--- src/rtl/walk_first_passage_recorder_defines.svh ---
// Assertion macros for the walk first-passage recorder.
// Included by files that carry concurrent checks; depends on clk and rst_n in scope.
`ifndef WALK_FIRST_PASSAGE_RECORDER_DEFINES_SVH
`define WALK_FIRST_PASSAGE_RECORDER_DEFINES_SVH

`ifndef SYNTHESIS
`define WFPR_ASSERT(lbl, prop) \
    lbl: assert property (@(posedge clk) disable iff (!rst_n) prop) \
        else $error("walk recorder assertion failed");
`define WFPR_NEVER(lbl, cond) \
    lbl: assert property (@(posedge clk) disable iff (!rst_n) !(cond)) \
        else $error("walk recorder forbidden condition seen");
`else
`define WFPR_ASSERT(lbl, prop)
`define WFPR_NEVER(lbl, cond)
`endif

`endif

--- src/rtl/wfpr_pkg.sv ---
// Shared constants, types and helpers for the walk first-passage recorder.
// No dependencies; used by every module of the block.
package wfpr_pkg;

    localparam int unsigned NUM_LEVELS    = 15;
    localparam int unsigned MAX_DIMS      = 4;
    localparam int unsigned STEP_DIMS     = 4;
    localparam int unsigned QUEUE_DEPTH   = 4;
    localparam int unsigned BASE_LEVEL    = 8;
    localparam int unsigned COORD_W       = 32;
    localparam int unsigned COUNT_W       = 32;
    localparam int unsigned LIMIT_W       = 31;
    localparam int unsigned DIMS_W        = 3;
    localparam int unsigned LEVEL_IDX_W   = 4;
    localparam int unsigned CFG_ADDR_W    = 1;

    localparam logic [LIMIT_W-1:0] REGION_LIMIT_RESET = 31'd131072;
    localparam logic [DIMS_W-1:0]  DIMS_USED_RESET    = 3'd3;

    localparam logic [CFG_ADDR_W-1:0] REG_REGION_LIMIT = 1'd0;
    localparam logic [CFG_ADDR_W-1:0] REG_DIMS_USED    = 1'd1;

    localparam logic CMD_RESTART = 1'b0;
    localparam logic CMD_STEP    = 1'b1;

    typedef struct packed {
        logic full;
        logic empty;
    } q_status_t;

    // Distance of level k: BASE_LEVEL * 2^k.
    function automatic logic [COORD_W-1:0] level_threshold(input int unsigned k);
        logic [COORD_W-1:0] thr;
        thr = COORD_W'(BASE_LEVEL) << k;
        return thr;
    endfunction

endpackage

--- src/rtl/wfpr_front.sv ---
// Front part: accepts step and restart transfers, updates the position and
// classifies each step into a burst of level records. Depends on wfpr_pkg.
module wfpr_front #(
    parameter int unsigned NUM_LEVELS = wfpr_pkg::NUM_LEVELS
) (
    input  logic                                clk,
    input  logic                                rst_n,
    input  logic                                in_valid,
    output logic                                in_ready,
    input  logic                                in_cmd,
    input  logic [wfpr_pkg::COORD_W-1:0]        in_step [wfpr_pkg::STEP_DIMS],
    input  logic [wfpr_pkg::LIMIT_W-1:0]        region_limit,
    input  logic [wfpr_pkg::DIMS_W-1:0]         dims_used,
    input  wfpr_pkg::q_status_t                 q_status,
    output logic                                push,
    output logic [NUM_LEVELS-1:0]               push_mask,
    output logic [wfpr_pkg::COUNT_W-1:0]        push_count,
    output logic                                push_end
);

    localparam int unsigned CW = wfpr_pkg::COORD_W;
    localparam int unsigned ND = wfpr_pkg::STEP_DIMS;
    localparam int unsigned DimLimit =
        (wfpr_pkg::MAX_DIMS < wfpr_pkg::STEP_DIMS) ? wfpr_pkg::MAX_DIMS : wfpr_pkg::STEP_DIMS;

    // Stage 1: position and per-dimension magnitude.
    logic [CW-1:0]          pos_reg   [ND];
    logic [CW-1:0]          pos_next  [ND];
    logic [CW-1:0]          mag_reg   [ND];
    logic [CW-1:0]          mag_next  [ND];
    logic                   s1_valid_reg;
    logic                   s1_valid_next;
    logic                   s1_cmd_reg;
    logic [wfpr_pkg::DIMS_W-1:0] dims_eff;
    logic                   accept;

    // Stage 2: walk state.
    logic [wfpr_pkg::COUNT_W-1:0] count_reg;
    logic [wfpr_pkg::COUNT_W-1:0] count_next;
    logic [wfpr_pkg::COUNT_W-1:0] count_inc;
    logic [NUM_LEVELS-1:0]        seen_reg;
    logic [NUM_LEVELS-1:0]        seen_next;
    logic                         ended_reg;
    logic                         ended_next;

    logic                   fire;
    logic [CW-1:0]          max01;
    logic [CW-1:0]          max23;
    logic [CW-1:0]          peak_mag;
    logic                   leaving;
    logic [NUM_LEVELS-1:0]  lim_hit;
    logic [NUM_LEVELS-1:0]  passed;
    logic [NUM_LEVELS-1:0]  upto_lim;
    logic [NUM_LEVELS-1:0]  unflagged;
    logic [NUM_LEVELS-1:0]  rec_mask;
    logic [wfpr_pkg::COUNT_W-1:0] rec_count;
    logic                   rec_end;

    assign in_ready = !s1_valid_reg || !q_status.full;
    assign accept   = in_valid && in_ready;
    assign fire     = s1_valid_reg && !q_status.full;

    always_comb
    begin
        if (dims_used == '0)
            dims_eff = wfpr_pkg::DIMS_W'(1);
        else if (dims_used > wfpr_pkg::DIMS_W'(DimLimit))
            dims_eff = wfpr_pkg::DIMS_W'(DimLimit);
        else
            dims_eff = dims_used;
    end

    always_comb
    begin
        logic [CW:0]   sum;
        logic [CW-1:0] p;
        for (int d = 0; d < ND; d++)
        begin
            sum = {pos_reg[d][CW-1], pos_reg[d]} + {in_step[d][CW-1], in_step[d]};
            if (sum[CW] != sum[CW-1])
                p = sum[CW] ? {1'b1, {(CW-1){1'b0}}} : {1'b0, {(CW-1){1'b1}}};
            else
                p = sum[CW-1:0];
            pos_next[d] = pos_reg[d];
            mag_next[d] = '0;
            if (in_cmd == wfpr_pkg::CMD_RESTART)
            begin
                pos_next[d] = '0;
            end
            else if (wfpr_pkg::DIMS_W'(d) < dims_eff)
            begin
                pos_next[d] = p;
                mag_next[d] = p[CW-1] ? (~p + CW'(1)) : p;
            end
        end
    end

    always_comb
    begin
        s1_valid_next = s1_valid_reg;
        if (accept)
            s1_valid_next = 1'b1;
        else if (fire)
            s1_valid_next = 1'b0;
    end

    always_ff @(posedge clk or negedge rst_n)
    begin
        if (!rst_n)
        begin
            s1_valid_reg <= 1'b0;
            for (int d = 0; d < ND; d++)
                pos_reg[d] <= '0;
        end
        else
        begin
            s1_valid_reg <= s1_valid_next;
            if (accept)
                pos_reg <= pos_next;
        end
    end

    always_ff @(posedge clk)
    begin
        if (accept)
        begin
            s1_cmd_reg <= in_cmd;
            mag_reg    <= mag_next;
        end
    end

    // Stage 2: classify the step against the levels.
    always_comb
    begin
        max01    = (mag_reg[0] > mag_reg[1]) ? mag_reg[0] : mag_reg[1];
        max23    = (mag_reg[2] > mag_reg[3]) ? mag_reg[2] : mag_reg[3];
        peak_mag = (max01 > max23) ? max01 : max23;
        leaving  = peak_mag >= {1'b0, region_limit};
        for (int k = 0; k < NUM_LEVELS; k++)
        begin
            lim_hit[k] = {1'b0, region_limit} == wfpr_pkg::level_threshold(k);
            passed[k]  = peak_mag >= wfpr_pkg::level_threshold(k);
        end
        // Levels at or below the one that equals the limit.
        for (int k = 0; k < NUM_LEVELS; k++)
            upto_lim[k] = |(lim_hit >> k);
        unflagged = ~seen_reg;
        count_inc = (count_reg == '1) ? count_reg : count_reg + wfpr_pkg::COUNT_W'(1);
    end

    // On leaving the region the pending levels are recorded at the old count,
    // and only then can the walk end; otherwise newly passed levels take the
    // incremented count.
    always_comb
    begin
        rec_end   = 1'b0;
        rec_mask  = '0;
        rec_count = count_inc;
        if (leaving)
        begin
            rec_count = count_reg;
            if (|(lim_hit & unflagged))
            begin
                rec_mask = unflagged & upto_lim;
                rec_end  = 1'b1;
            end
            else
            begin
                rec_mask = unflagged;
            end
        end
        else
        begin
            rec_mask = unflagged & passed;
        end
    end

    always_comb
    begin
        count_next = count_reg;
        seen_next  = seen_reg;
        ended_next = ended_reg;
        if (fire)
        begin
            if (s1_cmd_reg == wfpr_pkg::CMD_RESTART)
            begin
                count_next = '0;
                seen_next  = '0;
                ended_next = 1'b0;
            end
            else if (!ended_reg)
            begin
                seen_next  = seen_reg | rec_mask;
                ended_next = rec_end;
                count_next = rec_end ? count_reg : count_inc;
            end
        end
    end

    always_ff @(posedge clk or negedge rst_n)
    begin
        if (!rst_n)
        begin
            count_reg <= '0;
            seen_reg  <= '0;
            ended_reg <= 1'b0;
        end
        else
        begin
            count_reg <= count_next;
            seen_reg  <= seen_next;
            ended_reg <= ended_next;
        end
    end

    assign push = fire && (s1_cmd_reg == wfpr_pkg::CMD_STEP) && !ended_reg && (|rec_mask);
    assign push_mask  = rec_mask;
    assign push_count = rec_count;
    assign push_end   = rec_end;

endmodule

--- src/rtl/wfpr_queue.sv ---
// Small first-in first-out queue of record bursts between front and back.
// Depends on wfpr_pkg for the status type.
module wfpr_queue #(
    parameter int unsigned WIDTH = 48,
    parameter int unsigned DEPTH = wfpr_pkg::QUEUE_DEPTH
) (
    input  logic                clk,
    input  logic                rst_n,
    input  logic                push,
    input  logic [WIDTH-1:0]    wdata,
    input  logic                pop,
    output logic [WIDTH-1:0]    rdata,
    output wfpr_pkg::q_status_t status
);

    localparam int unsigned PtrW = (DEPTH > 1) ? $clog2(DEPTH) : 1;
    localparam int unsigned CntW = $clog2(DEPTH + 1);

    logic [WIDTH-1:0] mem_reg [DEPTH];
    logic [PtrW-1:0]  wr_ptr_reg;
    logic [PtrW-1:0]  wr_ptr_next;
    logic [PtrW-1:0]  rd_ptr_reg;
    logic [PtrW-1:0]  rd_ptr_next;
    logic [CntW-1:0]  fill_reg;
    logic [CntW-1:0]  fill_next;

    assign status.full  = fill_reg == CntW'(DEPTH);
    assign status.empty = fill_reg == '0;
    assign rdata        = mem_reg[rd_ptr_reg];

    always_comb
    begin
        wr_ptr_next = wr_ptr_reg;
        rd_ptr_next = rd_ptr_reg;
        fill_next   = fill_reg;
        if (push)
            wr_ptr_next = (wr_ptr_reg == PtrW'(DEPTH - 1)) ? '0 : wr_ptr_reg + PtrW'(1);
        if (pop)
            rd_ptr_next = (rd_ptr_reg == PtrW'(DEPTH - 1)) ? '0 : rd_ptr_reg + PtrW'(1);
        if (push && !pop)
            fill_next = fill_reg + CntW'(1);
        else if (pop && !push)
            fill_next = fill_reg - CntW'(1);
    end

    always_ff @(posedge clk or negedge rst_n)
    begin
        if (!rst_n)
        begin
            wr_ptr_reg <= '0;
            rd_ptr_reg <= '0;
            fill_reg   <= '0;
        end
        else
        begin
            wr_ptr_reg <= wr_ptr_next;
            rd_ptr_reg <= rd_ptr_next;
            fill_reg   <= fill_next;
        end
    end

    always_ff @(posedge clk)
    begin
        if (push)
            mem_reg[wr_ptr_reg] <= wdata;
    end

endmodule

--- src/rtl/wfpr_back.sv ---
// Back part: expands each queued burst into level records, lowest level
// first, one per cycle while out_ready is high, through an output register. Depends on wfpr_pkg.
module wfpr_back #(
    parameter int unsigned NUM_LEVELS = wfpr_pkg::NUM_LEVELS
) (
    input  logic                                 clk,
    input  logic                                 rst_n,
    input  wfpr_pkg::q_status_t                  q_status,
    input  logic [NUM_LEVELS-1:0]                head_mask,
    input  logic [wfpr_pkg::COUNT_W-1:0]         head_count,
    input  logic                                 head_end,
    output logic                                 pop,
    output logic                                 out_valid,
    input  logic                                 out_ready,
    output logic [wfpr_pkg::LEVEL_IDX_W-1:0]     out_level,
    output logic [wfpr_pkg::COUNT_W-1:0]         out_count,
    output logic                                 out_ended,
    output logic                                 out_last
);

    logic                              work_valid_reg;
    logic                              work_valid_next;
    logic [NUM_LEVELS-1:0]             work_mask_reg;
    logic [NUM_LEVELS-1:0]             work_mask_next;
    logic [wfpr_pkg::COUNT_W-1:0]      work_count_reg;
    logic                              work_end_reg;

    logic                              out_valid_reg;
    logic                              out_valid_next;
    logic [wfpr_pkg::LEVEL_IDX_W-1:0]  out_level_reg;
    logic [wfpr_pkg::COUNT_W-1:0]      out_count_reg;
    logic                              out_ended_reg;
    logic                              out_last_reg;

    logic [wfpr_pkg::LEVEL_IDX_W-1:0]  low_level;
    logic [NUM_LEVELS-1:0]             rest_mask;
    logic                              is_last;
    logic                              emit;
    logic                              load;

    // Lowest pending level; the index is kept to the field width.
    always_comb
    begin
        low_level = '0;
        for (int k = NUM_LEVELS - 1; k >= 0; k--)
        begin
            if (work_mask_reg[k])
                low_level = wfpr_pkg::LEVEL_IDX_W'(k);
        end
        rest_mask = work_mask_reg & (work_mask_reg - NUM_LEVELS'(1));
        is_last   = rest_mask == '0;
    end

    assign emit = work_valid_reg && (!out_valid_reg || out_ready);
    assign load = !q_status.empty && (!work_valid_reg || (emit && is_last));
    assign pop  = load;

    always_comb
    begin
        work_valid_next = work_valid_reg;
        work_mask_next  = work_mask_reg;
        if (load)
        begin
            work_valid_next = 1'b1;
            work_mask_next  = head_mask;
        end
        else if (emit)
        begin
            work_valid_next = !is_last;
            work_mask_next  = rest_mask;
        end
    end

    always_comb
    begin
        out_valid_next = out_valid_reg;
        if (emit)
            out_valid_next = 1'b1;
        else if (out_ready)
            out_valid_next = 1'b0;
    end

    always_ff @(posedge clk or negedge rst_n)
    begin
        if (!rst_n)
        begin
            work_valid_reg <= 1'b0;
            out_valid_reg  <= 1'b0;
        end
        else
        begin
            work_valid_reg <= work_valid_next;
            out_valid_reg  <= out_valid_next;
        end
    end

    always_ff @(posedge clk)
    begin
        work_mask_reg <= work_mask_next;
        if (load)
        begin
            work_count_reg <= head_count;
            work_end_reg   <= head_end;
        end
        if (emit)
        begin
            out_level_reg <= low_level;
            out_count_reg <= work_count_reg;
            out_last_reg  <= is_last;
            out_ended_reg <= work_end_reg && is_last;
        end
    end

    assign out_valid = out_valid_reg;
    assign out_level = out_level_reg;
    assign out_count = out_count_reg;
    assign out_ended = out_ended_reg;
    assign out_last  = out_last_reg;

endmodule

--- src/rtl/walk_first_passage_recorder.sv ---
// Top level of the walk first-passage recorder: configuration registers,
// front classifier, burst queue and record emitter. Depends on wfpr_pkg.
//
// The block takes one restart or step transfer per clock cycle. A step passes
// a two-stage front (saturating position update, then level classification)
// and, when it passes new levels, leaves one burst entry in a queue of
// QUEUE_DEPTH entries; the back part sends one record per cycle from it while
// m_axis_tready is high, lowest level first, with tlast on the final record of
// the step. Input stalls only when that queue is full, so the sustained rate is
// one step per cycle as long as the record bursts average at most one record
// per step and the output is not stalled; the first record of a step passes the
// stage-one, queue, work and output registers before it is offered.
`include "walk_first_passage_recorder_defines.svh"

module walk_first_passage_recorder #(
    parameter int unsigned NUM_LEVELS  = wfpr_pkg::NUM_LEVELS,
    parameter int unsigned QUEUE_DEPTH = wfpr_pkg::QUEUE_DEPTH
) (
    input  logic                              clk,
    input  logic                              rst_n,
    // tdata: step_x0[31:0], step_x1[63:32], step_x2[95:64], step_x3[127:96]
    input  logic [127:0]                      s_axis_tdata,
    // tuser: cmd[0]
    input  logic [0:0]                        s_axis_tuser,
    input  logic                              s_axis_tvalid,
    output logic                              s_axis_tready,
    // tdata: level_index[3:0], steps_taken[35:4], zero fill[39:36]
    output logic [39:0]                       m_axis_tdata,
    // tuser: walk_ended[0]
    output logic [0:0]                        m_axis_tuser,
    output logic                              m_axis_tlast,
    output logic                              m_axis_tvalid,
    input  logic                              m_axis_tready,
    input  logic                              cfg_we,
    input  logic [wfpr_pkg::CFG_ADDR_W-1:0]   cfg_addr,
    input  logic [wfpr_pkg::LIMIT_W-1:0]      cfg_wdata
);

    localparam int unsigned DescW = NUM_LEVELS + wfpr_pkg::COUNT_W + 1;

    logic [wfpr_pkg::LIMIT_W-1:0]     region_limit_reg;
    logic [wfpr_pkg::DIMS_W-1:0]      dims_used_reg;

    logic [wfpr_pkg::COORD_W-1:0]     step [wfpr_pkg::STEP_DIMS];
    wfpr_pkg::q_status_t              q_status;
    logic                             push;
    logic [NUM_LEVELS-1:0]            push_mask;
    logic [wfpr_pkg::COUNT_W-1:0]     push_count;
    logic                             push_end;
    logic                             pop;
    logic [DescW-1:0]                 head;
    logic [wfpr_pkg::LEVEL_IDX_W-1:0] out_level;
    logic [wfpr_pkg::COUNT_W-1:0]     out_count;

    always_ff @(posedge clk or negedge rst_n)
    begin
        if (!rst_n)
        begin
            region_limit_reg <= wfpr_pkg::REGION_LIMIT_RESET;
            dims_used_reg    <= wfpr_pkg::DIMS_USED_RESET;
        end
        else if (cfg_we)
        begin
            unique case (cfg_addr)
                wfpr_pkg::REG_REGION_LIMIT: region_limit_reg <= cfg_wdata;
                wfpr_pkg::REG_DIMS_USED:    dims_used_reg    <= cfg_wdata[wfpr_pkg::DIMS_W-1:0];
                default: ;
            endcase
        end
    end

    always_comb
    begin
        for (int d = 0; d < wfpr_pkg::STEP_DIMS; d++)
            step[d] = s_axis_tdata[d*wfpr_pkg::COORD_W +: wfpr_pkg::COORD_W];
    end

    wfpr_front #(
        .NUM_LEVELS (NUM_LEVELS)
    ) u_front (
        .clk          (clk),
        .rst_n        (rst_n),
        .in_valid     (s_axis_tvalid),
        .in_ready     (s_axis_tready),
        .in_cmd       (s_axis_tuser[0]),
        .in_step      (step),
        .region_limit (region_limit_reg),
        .dims_used    (dims_used_reg),
        .q_status     (q_status),
        .push         (push),
        .push_mask    (push_mask),
        .push_count   (push_count),
        .push_end     (push_end)
    );

    wfpr_queue #(
        .WIDTH (DescW),
        .DEPTH (QUEUE_DEPTH)
    ) u_queue (
        .clk    (clk),
        .rst_n  (rst_n),
        .push   (push),
        .wdata  ({push_end, push_count, push_mask}),
        .pop    (pop),
        .rdata  (head),
        .status (q_status)
    );

    wfpr_back #(
        .NUM_LEVELS (NUM_LEVELS)
    ) u_back (
        .clk        (clk),
        .rst_n      (rst_n),
        .q_status   (q_status),
        .head_mask  (head[NUM_LEVELS-1:0]),
        .head_count (head[NUM_LEVELS +: wfpr_pkg::COUNT_W]),
        .head_end   (head[DescW-1]),
        .pop        (pop),
        .out_valid  (m_axis_tvalid),
        .out_ready  (m_axis_tready),
        .out_level  (out_level),
        .out_count  (out_count),
        .out_ended  (m_axis_tuser[0]),
        .out_last   (m_axis_tlast)
    );

    assign m_axis_tdata = {4'b0000, out_count, out_level};

    // The front must never write into a full queue or queue an empty burst.
    `WFPR_NEVER(a_no_push_full, push && q_status.full)
    `WFPR_ASSERT(a_push_nonempty, push |-> (push_mask != '0))
    `WFPR_NEVER(a_queue_flags, q_status.full && q_status.empty)
    // The ending record is always the final record of its step.
    `WFPR_ASSERT(a_end_is_last, (m_axis_tvalid && m_axis_tuser[0]) |-> m_axis_tlast)

endmodule
--- config.mk ---
export PLATFORM = sky130hd
export DESIGN_NAME = walk_first_passage_recorder
export DESIGN_NICKNAME = d
export VERILOG_FILES = /design/src/rtl/wfpr_pkg.sv /design/src/rtl/wfpr_front.sv /design/src/rtl/wfpr_queue.sv /design/src/rtl/wfpr_back.sv /design/src/rtl/walk_first_passage_recorder.sv
export VERILOG_INCLUDE_DIRS = /design/src /design/src/rtl
export SDC_FILE = /design/constraint.sdc
export NUM_CORES = 2
export LEC_CHECK = 0
export BUFFER_PORTS_ARGS = -buffer_cell sky130_fd_sc_hd__buf_2
export CORE_MARGIN = 10
export CORE_UTILIZATION = 35
export DETAILED_ROUTE_END_ITERATION = 16
export GPL_ROUTABILITY_DRIVEN = 0
export PLACE_DENSITY = 0.51
export SYNTH_ARGS = -nofsm -noshare
export SYNTH_HDL_FRONTEND = slang
export SYNTH_SLANG_ARGS = --single-unit
--- constraint.sdc ---
create_clock -name clk -period 18.8 [get_ports clk]
set_clock_uncertainty 0.15 [all_clocks]
set_input_delay 1.88 -clock clk [delete_from_list [all_inputs] [get_ports clk]]
set_output_delay 1.88 -clock clk [all_outputs]
set_load 0.02 [all_outputs]
==> key figures <==
Global routing
  – Gr usage total: 0.1794
  – Grt ovf: 0
  – Vias in the first global route: 31150
  – First-pass GRT wire length: 185.8 mm
  – Initial antenna violation count: 8
  – Largest net degree at the start of global routing: 73

Synthesis
  – Post-synth EDFFs: 407
  – Yosys warning total: 0
  – #FFs+latches synth: 627
  – Yosys cell types: 103
  – Post-synth top area cell: edfxtp_1
  – Post-synthesis average cell area: 9.878 um^2
  – Synth Instances: 4081
  – Mapped cell area: 40310 um^2
  – Synth Flop Type: edfxtp_1
  – Async SR Flop Fraction: 0.3509
  – Top cells by area, synth: edfxtp_1 30%, dfrtp_1 13%, ha_1 8.4%
  – Register area share after synthesis: 0.4398
  – Top-area cell type share of the netlist area: 0.3032

Floorplanning
  – Die W: 359.4 um
  – Core area: 114300 um^2
  – Die Ht: 359.4 um
  – Initial Utilization: 0.3526
  – Die area: 129200 um^2
  – Row count: 124
  – Io pins: 210

Clock network
  – Clock buffer depth: 3
  – Clock Sinks: 627
  – Worst-Skew Late Latency: 0.67 ns
  – Post-CTS Setup Bufs: 0
  – CTS buffer count: 76
  – Root Buffer: clkbuf_16
  – Post-CTS Resized: 0
  – Htree depth: 3
  – Clock transition at path regs: 0.06 ns
  – CTS tree: built
  – Hold_buf cts: 0

Cells and area
  – Final std cell area, no fill: 45690 um^2
  – # nets final: 4693
  – Layout Cells excl Fill: 5827
  – Most common cell after layout, fill and taps aside: edfxtp_1
  – Reg area: 17740 um^2
  – Area growth syn-to-layout: 13.33%
  – Layout fillers: 11330
  – Share of cells above drive strength 1: 0.1252
  – Area of the multi-input gates: 21290 um^2
  – Max FFs per register: 192
  – Commonest non-fill, non-tap cells in the layout: 407 x edfxtp_1, 380 x nor2_1, 367 x nand2_1

Worst setup path
  – Flop2flop setup slack: 7.21 ns
  – Critical Path AT: 11.73 ns
  – Critical path class: flop to flop
  – Slowest-stage cell, CP: a22oi_2
  – CP Capture Type: flop
  – CP Max Fanout: 48
  – Required @ worst endpoint: 18.94 ns
  – Startpoint types: flop
  – Max incr delay on CP: 0.92 ns

Detailed routing
  – Initial DRT Pass Iterations: 6
  – Routed WL: 120.7 mm
  – Remaining antenna violation count: 0
  – Initial DRC Count: 2734
  – Vias: 32000
  – Vias/cell: 5.491
  – Avg WL per Cell: 20.71 um
  – DRC: 0

Timing
  – Count of final max-slew check failures: 0
  – Tmin final: 11.59 ns
  – Relative slew slack: 0.1839
  – Period utilization: 0.6163
  – Final hold slack: 0.2661 ns
  – Achievable Freq: 86.31 MHz
  – Setup TNS: 0 ns
  – Final setup viols: 0
  – Final hold vios: 0
  – RSZ-0062 raised after global routing: no
  – Worst Tran Pin Value: 1.220 ns

Worst hold path
  – Hold Crit Class: flop to flop

Placement
  – DP Cell Count: 5686
  – IO buf count: 205
  – Post-DP Area: 43070 um^2
  – Detailed placement HPWL: 89.64 mm

Pwr
  – PD cells: 207.3 nW/um^2
  – Worst vdd ir: 0.1119 mV
  – Leakage: 18.74 nW

Outcome
  – Run status: complete, no violations

Flow run
  – Maxcap violations: 0
layer usage:
metal,global-route usage,vias up,routed length [um]
li1,-,15660,-
met1,0.2530,15440,57110
met2,0.2803,743,53970
met3,0.03215,151,6662
met4,0.04731,6,2884
met5,0,-,37
power breakdown:
group          leakage [nW]  internal, mW  switching [mW]
registers              6.70          1.91           0.228
logic                  10.8          2.05            3.75
clock network          1.23         0.891           0.637
total                  18.7          4.85            4.62
cells in the mapped netlist, types with 9 or more instances:
master	count
and3_1	26
edfxtp_1	407
ha_1	270
nand4_1	56
clkbuf_1	134
o21a_1	28
mux2i_1	65
and2_1	42
nor4_1	45
o21ai_1	12
xnor2_1	98
nor3_1	94
o31a_1	10
a211oi_1	48
a31o_2	9
o21ai_0	326
a221oi_1	17
a21oi_1	266
nand2_1	368
or3_1	36
and4_1	12
maj3_1	11
inv_1	186
nand3_1	92
dfrtp_1	217
nor2_1	382
or2_2	21
a21boi_0	9
a22o_1	68
mux4_2	48
xor2_1	96
o211ai_1	34
o21bai_1	16
mux2_2	40
a41oi_1	12
a31oi_1	49
nor2b_1	28
nand2b_1	34
a21o_1	86
o31ai_1	49
a2111oi_0	15
buf_1	19
a211o_1	14
o311ai_0	10
layout make-up:
| type | instances | share of cell area |
|---|---|---|
| well taps | 1512 | 0.04141 |
| clock buffers | 99 | 0.04464 |
| clock inverters | 39 | 0.01249 |
| flip-flops and latches | 627 | 0.3882 |
| inverters | 187 | 0.01547 |
| repair buffers | 259 | 0.03155 |
| diodes | 3 | 0.0001643 |
| multi-input cells | 3101 | 0.4661 |
per-stage QoR:
| stage | worst slack (ns) | total power, mW | utilization |
|---|---|---|---|
| final | 7.213 | 9.472 | 0.3995 |
| after global routing | 6.139 | 10.25 | 0.3995 |
| after CTS | 7.271 | 9.489 | 0.3995 |
| after detailed placement | 7.280 | 7.907 | 0.3766 |
| after global placement | 7.511 | 7.900 | 0.3766 |
| after floorplan | 8.237 | 6.218 | - |
kinds of logic (layout without fill, tap and decap cells):
family	after synthesis	after routing	synth area share
buffers and inverters	356	584	0.03417
DFF	627	627	0.4398
xor gates and xnor gates	194	194	0.04215
AOI/OAI and AO/OA	1172	1172	0.1883
adders and majority gates	286	286	0.08902
muxes	154	154	0.05441
other	1	7	0.00009302
and+or+nand+nor	1291	1291	0.1520
worst max-delay path, delay by kind of cell (launching register included):
family	cells	cell delay [ns]
buffers and inverters	4	1.54
muxes	1	0.42
adders and majority gates	3	0.89
AOI/OAI and AO/OA	13	4.78
DFF	1	0.40
and+or+nand+nor	12	3.00
path summary, 6_finish.rpt:
path | from | to | cells after the start
setup / recovery | u_front.mag_reg[95] | u_queue.mem_reg[2][27] | 33
hold / removal | u_back.work_count_reg[23] | u_back.out_count[23] | 0
setup reg to reg | u_front.mag_reg[95] | u_queue.mem_reg[2][27] | 33
hold reg to reg | u_back.work_count_reg[23] | u_back.out_count[23] | 0
max in group asynchronous | rst_n | u_queue.rd_ptr_reg[0] | 3
min in group asynchronous | rst_n | u_front.pos_reg[102] | 1
Note: power is estimated with default switching activity, not from simulation.
